[config.mk]
export PLATFORM = sky130hd
export DESIGN_NAME = doubly_linked_list_engine
export DESIGN_NICKNAME = d
export VERILOG_FILES = /design/src/rtl/core/dll_pkg.sv /design/src/rtl/core/dll_node_mem.sv /design/src/rtl/core/dll_free_stack.sv /design/src/rtl/core/dll_ctrl.sv /design/src/rtl/core/doubly_linked_list_engine.sv
export VERILOG_INCLUDE_DIRS = /design/src /design/src/rtl/core
export SDC_FILE = /design/constraint.sdc
export NUM_CORES = 2
export LEC_CHECK = 0
export BUFFER_PORTS_ARGS = -buffer_cell sky130_fd_sc_hd__clkbuf_2
export CAP_MARGIN = 30
export CORE_MARGIN = 4
export CORE_UTILIZATION = 25
export DETAILED_ROUTE_END_ITERATION = 10
export PLACE_DENSITY = 0.38
export SYNTH_ARGS = -nofsm -noshare
export SYNTH_HDL_FRONTEND = slang
export SYNTH_SLANG_ARGS = --single-unit
[constraint.sdc]
create_clock -name clk -period 6.2 [get_ports clk]
set_input_delay 0.62 -clock clk [delete_from_list [all_inputs] [get_ports clk]]
set_output_delay 0.62 -clock clk [all_outputs]
set_load 0.03 [all_outputs]
[src/rtl/core/assert_macros.svh]
// Assertion macros for the linked list engine; used by dll_ctrl.
// Depends on nothing; the macros expand to nothing when SYNTHESIS is defined.
`ifndef ASSERT_MACROS_SVH
`define ASSERT_MACROS_SVH
`ifndef SYNTHESIS
`define DLL_ASSERT(lbl, clk, rst, prop) \
  lbl: assert property (@(posedge clk) disable iff (rst) prop) \
    else $error("linked list engine: assertion failed");
`define DLL_ASSERT_NEVER(lbl, clk, rst, expr) \
  lbl: assert property (@(posedge clk) disable iff (rst) !(expr)) \
    else $error("linked list engine: forbidden condition seen");
`else
`define DLL_ASSERT(lbl, clk, rst, prop)
`define DLL_ASSERT_NEVER(lbl, clk, rst, expr)
`endif
`endif

[src/rtl/core/dll_pkg.sv]
// Shared types and constants for the doubly linked list engine.
// Depends on nothing.
package dll_pkg;

  localparam int POOL_NODES_DEF = 64;
  localparam int VALUE_BITS_DEF = 32;
  localparam int KIND_BITS      = 3;
  localparam int STATUS_BITS    = 3;
  localparam int ELEM_BITS      = 32;
  localparam int COUNT_BITS     = 7;

  typedef enum logic [KIND_BITS-1:0] {
    KIND_PUSH_FRONT = 3'd0,
    KIND_PUSH_BACK  = 3'd1,
    KIND_DELETE     = 3'd2,
    KIND_WALK_FWD   = 3'd3,
    KIND_WALK_BWD   = 3'd4
  } dll_kind_t;

  typedef enum logic [STATUS_BITS-1:0] {
    ST_INSERTED  = 3'd0,
    ST_DELETED   = 3'd1,
    ST_NOT_FOUND = 3'd2,
    ST_FULL      = 3'd3,
    ST_ELEMENT   = 3'd4,
    ST_EMPTY     = 3'd5
  } dll_status_t;

  // Field write enables of the node memory.
  typedef struct packed {
    logic value_en;
    logic next_en;
    logic prev_en;
  } dll_wmask_t;

  // Free slot stack requests.
  typedef struct packed {
    logic pop;
    logic push;
  } dll_stack_ctl_t;

endpackage

[src/rtl/core/dll_node_mem.sv]
// Node memory: value, forward link and backward link of every pool slot.
// Depends on dll_pkg. One write port with field enables, one registered read.
module dll_node_mem #(
  parameter int POOL_NODES = dll_pkg::POOL_NODES_DEF,
  parameter int VALUE_BITS = dll_pkg::VALUE_BITS_DEF
) (
  input  logic                                    clk,
  input  logic [$clog2(POOL_NODES)-1:0]           rd_addr,
  output logic [((VALUE_BITS < dll_pkg::ELEM_BITS) ?
                 VALUE_BITS : dll_pkg::ELEM_BITS)-1:0] rd_value,
  output logic [$clog2(POOL_NODES+1)-1:0]         rd_next,
  output logic [$clog2(POOL_NODES+1)-1:0]         rd_prev,
  input  logic                                    wr_en,
  input  logic [$clog2(POOL_NODES)-1:0]           wr_addr,
  input  dll_pkg::dll_wmask_t                     wr_mask,
  input  logic [((VALUE_BITS < dll_pkg::ELEM_BITS) ?
                 VALUE_BITS : dll_pkg::ELEM_BITS)-1:0] wr_value,
  input  logic [$clog2(POOL_NODES+1)-1:0]         wr_next,
  input  logic [$clog2(POOL_NODES+1)-1:0]         wr_prev
);

  localparam int SW = (VALUE_BITS < dll_pkg::ELEM_BITS) ? VALUE_BITS : dll_pkg::ELEM_BITS;
  localparam int LB = $clog2(POOL_NODES + 1);
  localparam int EW = SW + 2 * LB;

  logic [EW-1:0] mem [POOL_NODES];
  logic [EW-1:0] rd_word;

  always_ff @(posedge clk) begin
    if (wr_en) begin
      if (wr_mask.value_en) mem[wr_addr][EW-1:2*LB] <= wr_value;
      if (wr_mask.next_en)  mem[wr_addr][2*LB-1:LB] <= wr_next;
      if (wr_mask.prev_en)  mem[wr_addr][LB-1:0]    <= wr_prev;
    end
    rd_word <= mem[rd_addr];
  end

  assign rd_value = rd_word[EW-1:2*LB];
  assign rd_next  = rd_word[2*LB-1:LB];
  assign rd_prev  = rd_word[LB-1:0];

endmodule

[src/rtl/core/dll_free_stack.sv]
// Stack of free pool slots, popped on insert and pushed on delete.
// Depends on dll_pkg. Positions below the low-water mark were never written;
// a pop there returns a slot number computed from the position, so the memory needs no clearing.
module dll_free_stack #(
  parameter int POOL_NODES = dll_pkg::POOL_NODES_DEF
) (
  input  logic                            clk,
  input  logic                            rst,
  input  dll_pkg::dll_stack_ctl_t         ctl,
  input  logic [$clog2(POOL_NODES)-1:0]   push_slot,
  output logic [$clog2(POOL_NODES)-1:0]   pop_slot,
  output logic                            empty
);

  localparam int LB = $clog2(POOL_NODES + 1);
  localparam int IB = $clog2(POOL_NODES);

  logic [IB-1:0] mem [POOL_NODES];
  logic [LB-1:0] top;
  logic [LB-1:0] low_mark;
  logic [LB-1:0] top_dec;
  logic [IB-1:0] pop_pos;
  logic          fresh;
  logic [IB-1:0] rd_mem;
  logic [IB-1:0] rd_fresh;
  logic          rd_sel_fresh;

  assign top_dec = top - LB'(1);
  assign pop_pos = top_dec[IB-1:0];
  // The top can only sit at or above the low-water mark.
  assign fresh   = (top == low_mark);
  assign empty   = (top == '0);

  always_ff @(posedge clk) begin
    if (rst) begin
      top      <= LB'(POOL_NODES);
      low_mark <= LB'(POOL_NODES);
    end else if (ctl.pop) begin
      top <= top_dec;
      if (fresh) low_mark <= top_dec;
    end else if (ctl.push) begin
      top <= top + LB'(1);
    end
  end

  always_ff @(posedge clk) begin
    if (ctl.push && !ctl.pop) mem[top[IB-1:0]] <= push_slot;
    rd_mem       <= mem[pop_pos];
    rd_fresh     <= IB'(POOL_NODES - 1) - pop_pos;
    rd_sel_fresh <= fresh;
  end

  assign pop_slot = rd_sel_fresh ? rd_fresh : rd_mem;

endmodule

[src/rtl/core/dll_ctrl.sv]
// Request sequencer of the linked list engine: pushes, delete search, walks.
// Depends on dll_pkg and assert_macros.svh; drives dll_node_mem and dll_free_stack.
`include "assert_macros.svh"
module dll_ctrl #(
  parameter int POOL_NODES = dll_pkg::POOL_NODES_DEF,
  parameter int VALUE_BITS = dll_pkg::VALUE_BITS_DEF
) (
  input  logic                                    clk,
  input  logic                                    rst,
  input  logic                                    start,
  output logic                                    busy,
  input  logic [dll_pkg::KIND_BITS-1:0]           kind,
  input  logic signed [dll_pkg::ELEM_BITS-1:0]    value,
  output logic                                    strobe,
  output logic [dll_pkg::STATUS_BITS-1:0]         status,
  output logic signed [dll_pkg::ELEM_BITS-1:0]    element,
  output logic [dll_pkg::COUNT_BITS-1:0]          count,
  output logic                                    last,
  output logic [$clog2(POOL_NODES)-1:0]           mem_rd_addr,
  input  logic [((VALUE_BITS < dll_pkg::ELEM_BITS) ?
                 VALUE_BITS : dll_pkg::ELEM_BITS)-1:0] mem_rd_value,
  input  logic [$clog2(POOL_NODES+1)-1:0]         mem_rd_next,
  input  logic [$clog2(POOL_NODES+1)-1:0]         mem_rd_prev,
  output logic                                    mem_wr_en,
  output logic [$clog2(POOL_NODES)-1:0]           mem_wr_addr,
  output dll_pkg::dll_wmask_t                     mem_wr_mask,
  output logic [((VALUE_BITS < dll_pkg::ELEM_BITS) ?
                 VALUE_BITS : dll_pkg::ELEM_BITS)-1:0] mem_wr_value,
  output logic [$clog2(POOL_NODES+1)-1:0]         mem_wr_next,
  output logic [$clog2(POOL_NODES+1)-1:0]         mem_wr_prev,
  output dll_pkg::dll_stack_ctl_t                 stk_ctl,
  output logic [$clog2(POOL_NODES)-1:0]           stk_push_slot,
  input  logic [$clog2(POOL_NODES)-1:0]           stk_pop_slot,
  input  logic                                    stk_empty
);

  localparam int SW = (VALUE_BITS < dll_pkg::ELEM_BITS) ? VALUE_BITS : dll_pkg::ELEM_BITS;
  localparam int LB = $clog2(POOL_NODES + 1);
  localparam int IB = $clog2(POOL_NODES);
  localparam int CB = dll_pkg::COUNT_BITS;
  localparam int EB = dll_pkg::ELEM_BITS;
  localparam logic [LB-1:0] NIL      = LB'(POOL_NODES);
  localparam logic [IB-1:0] STEP_MAX = IB'(POOL_NODES - 1);

  typedef enum logic [2:0] {
    S_IDLE,
    S_PUSH_SLOT,
    S_PUSH_LINK,
    S_DEL_CHECK,
    S_DEL_FIX,
    S_WALK
  } state_t;

  state_t             state;
  logic [LB-1:0]      head;
  logic [LB-1:0]      tail;
  logic [CB-1:0]      len;
  logic [LB-1:0]      cur;
  logic [LB-1:0]      link_r;
  logic [IB-1:0]      slot;
  logic [IB-1:0]      steps;
  logic [SW-1:0]      val_r;
  logic               dir_fwd;

  logic               accept;
  dll_pkg::dll_kind_t kind_c;
  logic [SW-1:0]      val_in;
  logic               head_ok;
  logic               tail_ok;
  logic               match;
  logic [LB-1:0]      walk_nx;
  logic               walk_last;
  logic               del_stop;

  function automatic logic link_ok(input logic [LB-1:0] l);
    return l < NIL;
  endfunction

  assign busy      = (state != S_IDLE);
  assign accept    = start && !busy;
  assign kind_c    = dll_pkg::dll_kind_t'(kind);
  assign val_in    = value[SW-1:0];
  assign head_ok   = link_ok(head);
  assign tail_ok   = link_ok(tail);
  assign match     = (mem_rd_value == val_r);
  assign walk_nx   = dir_fwd ? mem_rd_next : mem_rd_prev;
  assign walk_last = !link_ok(walk_nx) || (steps == STEP_MAX);
  assign del_stop  = !link_ok(mem_rd_next) || (steps == STEP_MAX);

  // Memory and stack requests for the current step.
  always_comb begin
    mem_rd_addr   = cur[IB-1:0];
    mem_wr_en     = 1'b0;
    mem_wr_addr   = cur[IB-1:0];
    mem_wr_mask   = '0;
    mem_wr_value  = val_r;
    mem_wr_next   = NIL;
    mem_wr_prev   = NIL;
    stk_ctl       = '0;
    stk_push_slot = cur[IB-1:0];
    case (state)
      S_IDLE: begin
        if (accept) begin
          case (kind_c)
            dll_pkg::KIND_PUSH_FRONT,
            dll_pkg::KIND_PUSH_BACK: stk_ctl.pop = !stk_empty;
            dll_pkg::KIND_DELETE,
            dll_pkg::KIND_WALK_FWD:  mem_rd_addr = head[IB-1:0];
            dll_pkg::KIND_WALK_BWD:  mem_rd_addr = tail[IB-1:0];
            default: ;
          endcase
        end
      end
      S_PUSH_SLOT: begin
        mem_wr_en   = 1'b1;
        mem_wr_addr = stk_pop_slot;
        mem_wr_mask = '1;
        mem_wr_next = (head_ok && dir_fwd) ? head : NIL;
        mem_wr_prev = (head_ok && !dir_fwd) ? tail : NIL;
      end
      S_PUSH_LINK: begin
        // Hook the old end node onto the new one.
        mem_wr_en           = 1'b1;
        mem_wr_mask.prev_en = dir_fwd;
        mem_wr_mask.next_en = !dir_fwd;
        mem_wr_next         = LB'(slot);
        mem_wr_prev         = LB'(slot);
      end
      S_DEL_CHECK: begin
        if (match) begin
          stk_ctl.push        = 1'b1;
          mem_wr_en           = link_ok(mem_rd_prev);
          mem_wr_addr         = mem_rd_prev[IB-1:0];
          mem_wr_mask.next_en = 1'b1;
          mem_wr_next         = mem_rd_next;
        end else begin
          mem_rd_addr = mem_rd_next[IB-1:0];
        end
      end
      S_DEL_FIX: begin
        mem_wr_en           = link_ok(cur);
        mem_wr_mask.prev_en = 1'b1;
        mem_wr_prev         = link_r;
      end
      S_WALK: mem_rd_addr = walk_nx[IB-1:0];
      default: ;
    endcase
  end

  always_ff @(posedge clk) begin
    if (rst) begin
      state  <= S_IDLE;
      strobe <= 1'b0;
      head   <= NIL;
      tail   <= NIL;
      len    <= '0;
    end else begin
      strobe <= 1'b0;
      case (state)
        S_IDLE: begin
          if (accept) begin
            val_r   <= val_in;
            steps   <= '0;
            status  <= dll_pkg::ST_NOT_FOUND;
            element <= EB'(val_in);
            count   <= len;
            last    <= 1'b1;
            case (kind_c)
              dll_pkg::KIND_PUSH_FRONT,
              dll_pkg::KIND_PUSH_BACK: begin
                dir_fwd <= (kind_c == dll_pkg::KIND_PUSH_FRONT);
                if (stk_empty) begin
                  strobe <= 1'b1;
                  status <= dll_pkg::ST_FULL;
                end else begin
                  state <= S_PUSH_SLOT;
                end
              end
              dll_pkg::KIND_DELETE: begin
                cur <= head;
                if (!head_ok) strobe <= 1'b1;
                else state <= S_DEL_CHECK;
              end
              dll_pkg::KIND_WALK_FWD,
              dll_pkg::KIND_WALK_BWD: begin
                dir_fwd <= (kind_c == dll_pkg::KIND_WALK_FWD);
                cur     <= (kind_c == dll_pkg::KIND_WALK_FWD) ? head : tail;
                if (!head_ok) begin
                  strobe <= 1'b1;
                  status <= dll_pkg::ST_EMPTY;
                end else begin
                  state <= S_WALK;
                end
              end
              default: ;
            endcase
          end
        end
        S_PUSH_SLOT: begin
          slot    <= stk_pop_slot;
          len     <= len + CB'(1);
          status  <= dll_pkg::ST_INSERTED;
          element <= EB'(val_r);
          count   <= len + CB'(1);
          last    <= 1'b1;
          if (!head_ok) begin
            head   <= LB'(stk_pop_slot);
            tail   <= LB'(stk_pop_slot);
            strobe <= 1'b1;
            state  <= S_IDLE;
          end else if (dir_fwd) begin
            cur   <= head;
            head  <= LB'(stk_pop_slot);
            state <= S_PUSH_LINK;
          end else begin
            cur   <= tail;
            tail  <= LB'(stk_pop_slot);
            state <= S_PUSH_LINK;
          end
        end
        S_PUSH_LINK: begin
          strobe <= 1'b1;
          state  <= S_IDLE;
        end
        S_DEL_CHECK: begin
          element <= EB'(val_r);
          last    <= 1'b1;
          if (match) begin
            if (head == cur) head <= mem_rd_next;
            if (tail == cur) tail <= mem_rd_prev;
            len    <= len - CB'(1);
            cur    <= mem_rd_next;
            link_r <= mem_rd_prev;
            state  <= S_DEL_FIX;
          end else if (del_stop) begin
            strobe <= 1'b1;
            status <= dll_pkg::ST_NOT_FOUND;
            count  <= len;
            state  <= S_IDLE;
          end else begin
            cur   <= mem_rd_next;
            steps <= steps + IB'(1);
          end
        end
        S_DEL_FIX: begin
          strobe <= 1'b1;
          status <= dll_pkg::ST_DELETED;
          count  <= len;
          state  <= S_IDLE;
        end
        S_WALK: begin
          strobe  <= 1'b1;
          status  <= dll_pkg::ST_ELEMENT;
          element <= EB'(mem_rd_value);
          count   <= len;
          last    <= walk_last;
          if (walk_last) begin
            state <= S_IDLE;
          end else begin
            cur   <= walk_nx;
            steps <= steps + IB'(1);
          end
        end
        default: state <= S_IDLE;
      endcase
    end
  end

  // An empty list has no head, no tail and a zero length, all at once.
  `DLL_ASSERT(a_len_head, clk, rst, (len == '0) == !head_ok)
  `DLL_ASSERT_NEVER(a_head_tail, clk, rst, head_ok != tail_ok)
  // A walk word that is not the last is followed at once by the next one.
  `DLL_ASSERT(a_walk_run, clk, rst, strobe && !last |=> strobe)
  `DLL_ASSERT(a_full, clk, rst, accept && stk_empty && (kind_c == dll_pkg::KIND_PUSH_FRONT || kind_c == dll_pkg::KIND_PUSH_BACK) |=> strobe && status == dll_pkg::ST_FULL)

endmodule

[src/rtl/core/doubly_linked_list_engine.sv]
// Top level of the doubly linked list engine.
// Depends on dll_pkg, dll_node_mem, dll_free_stack and dll_ctrl.

// A request is taken when start is high and busy is low. Every result word
// appears for exactly one cycle with strobe high and cannot be held off; the
// final word of a request has last set. A push registers its one word in
// S_PUSH_SLOT when the list was empty and in S_PUSH_LINK otherwise.
// A delete visits one node per cycle and at most POOL_NODES nodes; a walk
// issues one word per cycle, one for each stored value. Both rates are set
// by the registered read of the node memory, which follows one link per
// cycle. A push on a full pool, a delete on an empty list and a walk of an
// empty list answer in the cycle after acceptance and leave busy low.
// Request kinds five to seven are dropped without a result.
module doubly_linked_list_engine #(
  parameter int POOL_NODES = dll_pkg::POOL_NODES_DEF,
  parameter int VALUE_BITS = dll_pkg::VALUE_BITS_DEF
) (
  input  logic                                 clk,
  input  logic                                 rst,
  input  logic                                 start,
  output logic                                 busy,
  input  logic [dll_pkg::KIND_BITS-1:0]        kind,
  input  logic signed [dll_pkg::ELEM_BITS-1:0] value,
  output logic                                 strobe,
  output logic [dll_pkg::STATUS_BITS-1:0]      status,
  output logic signed [dll_pkg::ELEM_BITS-1:0] element,
  output logic [dll_pkg::COUNT_BITS-1:0]       count,
  output logic                                 last
);

  localparam int SW = (VALUE_BITS < dll_pkg::ELEM_BITS) ? VALUE_BITS : dll_pkg::ELEM_BITS;
  localparam int LB = $clog2(POOL_NODES + 1);
  localparam int IB = $clog2(POOL_NODES);

  logic [IB-1:0]           mem_rd_addr;
  logic [SW-1:0]           mem_rd_value;
  logic [LB-1:0]           mem_rd_next;
  logic [LB-1:0]           mem_rd_prev;
  logic                    mem_wr_en;
  logic [IB-1:0]           mem_wr_addr;
  dll_pkg::dll_wmask_t     mem_wr_mask;
  logic [SW-1:0]           mem_wr_value;
  logic [LB-1:0]           mem_wr_next;
  logic [LB-1:0]           mem_wr_prev;
  dll_pkg::dll_stack_ctl_t stk_ctl;
  logic [IB-1:0]           stk_push_slot;
  logic [IB-1:0]           stk_pop_slot;
  logic                    stk_empty;

  dll_node_mem #(
    .POOL_NODES(POOL_NODES),
    .VALUE_BITS(VALUE_BITS)
  ) u_node_mem (
    .clk      (clk),
    .rd_addr  (mem_rd_addr),
    .rd_value (mem_rd_value),
    .rd_next  (mem_rd_next),
    .rd_prev  (mem_rd_prev),
    .wr_en    (mem_wr_en),
    .wr_addr  (mem_wr_addr),
    .wr_mask  (mem_wr_mask),
    .wr_value (mem_wr_value),
    .wr_next  (mem_wr_next),
    .wr_prev  (mem_wr_prev)
  );

  dll_free_stack #(
    .POOL_NODES(POOL_NODES)
  ) u_free_stack (
    .clk       (clk),
    .rst       (rst),
    .ctl       (stk_ctl),
    .push_slot (stk_push_slot),
    .pop_slot  (stk_pop_slot),
    .empty     (stk_empty)
  );

  dll_ctrl #(
    .POOL_NODES(POOL_NODES),
    .VALUE_BITS(VALUE_BITS)
  ) u_ctrl (
    .clk           (clk),
    .rst           (rst),
    .start         (start),
    .busy          (busy),
    .kind          (kind),
    .value         (value),
    .strobe        (strobe),
    .status        (status),
    .element       (element),
    .count         (count),
    .last          (last),
    .mem_rd_addr   (mem_rd_addr),
    .mem_rd_value  (mem_rd_value),
    .mem_rd_next   (mem_rd_next),
    .mem_rd_prev   (mem_rd_prev),
    .mem_wr_en     (mem_wr_en),
    .mem_wr_addr   (mem_wr_addr),
    .mem_wr_mask   (mem_wr_mask),
    .mem_wr_value  (mem_wr_value),
    .mem_wr_next   (mem_wr_next),
    .mem_wr_prev   (mem_wr_prev),
    .stk_ctl       (stk_ctl),
    .stk_push_slot (stk_push_slot),
    .stk_pop_slot  (stk_pop_slot),
    .stk_empty     (stk_empty)
  );

endmodule
==> results.cfg <==
[grt]
grt_max_degree = 75
first_global_vias = 74690
grt_pass1_wl_mm = 612.3
initial_antenna_violation_count = 21
globalRouteOverflowTotal = 0
grtUsageTotal = 0.1525

[clocking]
cts_tree = yes
cts.sinks = 3528
tritoncts.num_buffers = 386
cts_resized = 0
h_tree_level_count = 5
clk-insertion-delay-late_ns = 0.98
cts_root_buffer = sky130_fd_sc_hd__clkbuf_16
clockBufferDepth = 4
clkSlewWorstSetupHoldPaths_ns = 0.06

[floorplanning]
floorplan.initialDensity = 0.2509
floorplan.die_area_um2 = 558300
fp.dieH_um = 747.2
io_pins = 83
coreArea_um2 = 544600
dieWidth_um = 747.2
core.rowCount = 271

[placement]
final_hpwl_dp_mm = 268.7
portBuffers = 82
placed_cell_area_um2 = 150100
preCtsSetupSlack_ns = 0.4669
gp_routability_congestion = 0.7802
place_inst = 14940

[finish]
filler_free_cell_count_of_the_finished_design = 15690
n_fill_cell = 53660
finalInstanceArea_um2 = 162700
final_cell_mix = 3,430 x sky130_fd_sc_hd__edfxtp_1, 1,520 x sky130_fd_sc_hd__mux2i_1, 807 x sky130_fd_sc_hd__o22ai_1
layout-drive-gt1-share = 0.1617
layout_commonest_cell = sky130_fd_sc_hd__edfxtp_1
layout_area_overhead_pct = 19.09
finish.utilization = 0.2988
fin_nets = 8173

[detailed_routing]
route.detailed.drc = 0
num_vias = 73720
drt_first_iter_violations = 6279
vias_per_cell = 4.699
routedWlPerCell_um = 28.11
detailedRoute.firstPassIterationCount = 5
antenna_left = 0
finalWirelength_mm = 440.9

[sta]
rsz0062_at_grt = no
finalCritPeriodShare = 0.9129
worst-slew-pin-transition_ns = 1.141
setup_viol = 0
fin_worst_hold_slack_ns = 0.09850
max_transition_margin = 0.2294
timing.final.hold_violations = 0
setup_ws_ns = 0.5401
tns_ns = 0
worst_skew_ns = 0.05765
timing.fmax_mhz = 176.7
final_max_slew_viol_count = 0
final.min_clock_period_ns = 5.660

[setup_path]
critical_path_class = reg -> reg
critical-path-slowest-cell = sky130_fd_sc_hd__o41ai_1
critPathMaxFanout = 33
required_ns = 6.96
worst_ep_arrival_time_ns = 6.42
critical_path.top_delay_family = simple AND/OR/NAND/NOR gates
timing.critical_path.buf_inv = 4
start_kind = register
crit_chain = xor2_1 > nor4_1 > nand4_1 > buf_4 > nor2_4 > mux2i_1 > o21ai_4 > buf_12 > buf_12 > buf_4 > mux2i_1 > o22ai_1 > o41ai_1 > nand4_1
cp_peak_stage_delay_ns = 1.05
critPathCaptureType = register

[synthesis]
syn_avg_cell_area_um2 = 18.01
syn-num-nets = 7629
synth-seq-cells = 3528
synth_flop_cell = sky130_fd_sc_hd__edfxtp_1
count_of_distinct_cell_types_in_the_synthesized_netlist = 67
post_synthesis_async_set_or_reset_flop_share = 0
post-synth-top-area-fraction = 0.7540
yosysWarnings = 0
synth_largest_area_cell = sky130_fd_sc_hd__edfxtp_1
yosysSeqAreaShare = 0.7683
cells_after_synth = 7586
mappedNetlistArea_um2 = 136600
synth.area.top_cells = sky130_fd_sc_hd__edfxtp_1 75%, sky130_fd_sc_hd__mux2i_1 11%, sky130_fd_sc_hd__o22ai_1 3.7%, sky130_fd_sc_hd__mux4_2 1.7%, sky130_fd_sc_hd__dfxtp_1 1.4%
synth_enable_flop_cells = 3430

[pwr]
power_per_cell_area_nw_per_um2 = 335.4
peak_supply_drop_v = 0.0001989
finalPower_mw = 54.56
p_leak_nw = 52.65

[run_status]
outcome = completed

[min_path]
hold_class = in -> reg

[flow_run]
maxCapViolCount = 0
[state kept, by name, summed over array words and instances, names as in the netlist, 32 cells and up]
signal	cells
u_node_mem.mem	2944
u_free_stack.mem	384
u_ctrl.element	32
u_node_mem.rd_word	46
u_ctrl.mem_wr_value	32
[layer usage]
metal  vias to the layer above  share of wire  global-route usage
met3                       459          0.042             0.01958
met1                     39390           0.47              0.2169
met2                      1764           0.47              0.2492
met5                         -              0                   0
met4                         0          0.021             0.03204
li1                      32100              -                   -
[logic make-up (layout without fill, tap and decap cells)]
kind of cell               count (synthesis)  count (layout)  share of synthesized area
DFF                                     3528            3528                     0.7683
xor gates and xnor gates                  78              78                   0.005001
adders and majority gates                  5               5                  0.0004579
and+or+nand+nor                          636             636                    0.02136
muxes                                   1625            1625                     0.1284
other                                      0               5                          0
AOI/OAI and AO/OA                       1222            1222                    0.06028
buffers and inverters                    492            1354                    0.01614
[cells in the mapped netlist (4+ instances only)]
cell type / n
sky130_fd_sc_hd__edfxtp_1: 3430
sky130_fd_sc_hd__mux2i_1: 1520
sky130_fd_sc_hd__o22ai_1: 807
sky130_fd_sc_hd__nor2_1: 284
sky130_fd_sc_hd__buf_2: 274
sky130_fd_sc_hd__o41ai_1: 183
sky130_fd_sc_hd__clkbuf_1: 152
sky130_fd_sc_hd__nand2_1: 128
sky130_fd_sc_hd__mux4_2: 102
sky130_fd_sc_hd__dfxtp_1: 98
sky130_fd_sc_hd__a21oi_1: 79
sky130_fd_sc_hd__nand4_1: 59
sky130_fd_sc_hd__nor3_1: 53
sky130_fd_sc_hd__xor2_1: 51
sky130_fd_sc_hd__buf_1: 39
sky130_fd_sc_hd__a211oi_1: 31
sky130_fd_sc_hd__xnor2_1: 27
sky130_fd_sc_hd__and2_1: 22
sky130_fd_sc_hd__o21ai_0: 22
sky130_fd_sc_hd__inv_1: 19
sky130_fd_sc_hd__nand3_1: 16
sky130_fd_sc_hd__a221o_1: 15
sky130_fd_sc_hd__nand2b_1: 14
sky130_fd_sc_hd__nor4_1: 14
sky130_fd_sc_hd__a22oi_1: 11
sky130_fd_sc_hd__a31oi_1: 11
sky130_fd_sc_hd__nor2b_1: 10
sky130_fd_sc_hd__o211ai_1: 8
sky130_fd_sc_hd__or3_1: 7
sky130_fd_sc_hd__a311oi_1: 6
sky130_fd_sc_hd__o2111ai_1: 6
sky130_fd_sc_hd__o22a_1: 6
sky130_fd_sc_hd__and3_1: 5
sky130_fd_sc_hd__ha_1: 5
sky130_fd_sc_hd__nor3b_1: 5
sky130_fd_sc_hd__o221ai_1: 5
sky130_fd_sc_hd__buf_4: 4
sky130_fd_sc_hd__nand3b_1: 4
sky130_fd_sc_hd__o21a_1: 4
[power by group]
part	internal (mW)	leakage (nW)	switching, mW	total (mW)
sequential	26.4	31.7	0.348	26.8
combinational	1.75	15.0	3.58	5.33
clock	12.9	5.98	9.56	22.5
[layout make-up]
class / count / area (um^2) / share of cell area
Timing Repair Buffer: 625 / 6060 / 0.03725
Antenna cell: 5 / 12.51 / 0.00007691
Tap cell: 7234 / 9051 / 0.05564
Inverter: 23 / 86.33 / 0.0005307
Clock buffer: 489 / 10290 / 0.06328
Clock inverter: 217 / 1962 / 0.01206
Multi-Input combinational cell: 3566 / 30250 / 0.1860
Sequential cell: 3528 / 105000 / 0.6452
[path summary, 6_finish.rpt]
path	from	to	slack, ns	cells past startpoint
setup / recovery	u_ctrl.mem_wr_value[10]	u_node_mem.rd_word[10]	0.54	14
hold / removal	value[14]	u_ctrl.mem_wr_value[14]	0.1	1
setup reg to reg	u_ctrl.mem_wr_value[10]	u_node_mem.rd_word[10]	0.54	14
hold reg to reg	u_free_stack.low_mark[6]	u_free_stack.low_mark[6]	0.49	2
[what timing repair did]
item / in CTS / in global routing
buffers inserted: 0 / 0
endpoints found under the hold margin: 32 / 0
hold buffers: 30 / 0
Power figures use the tool's default switching activity.
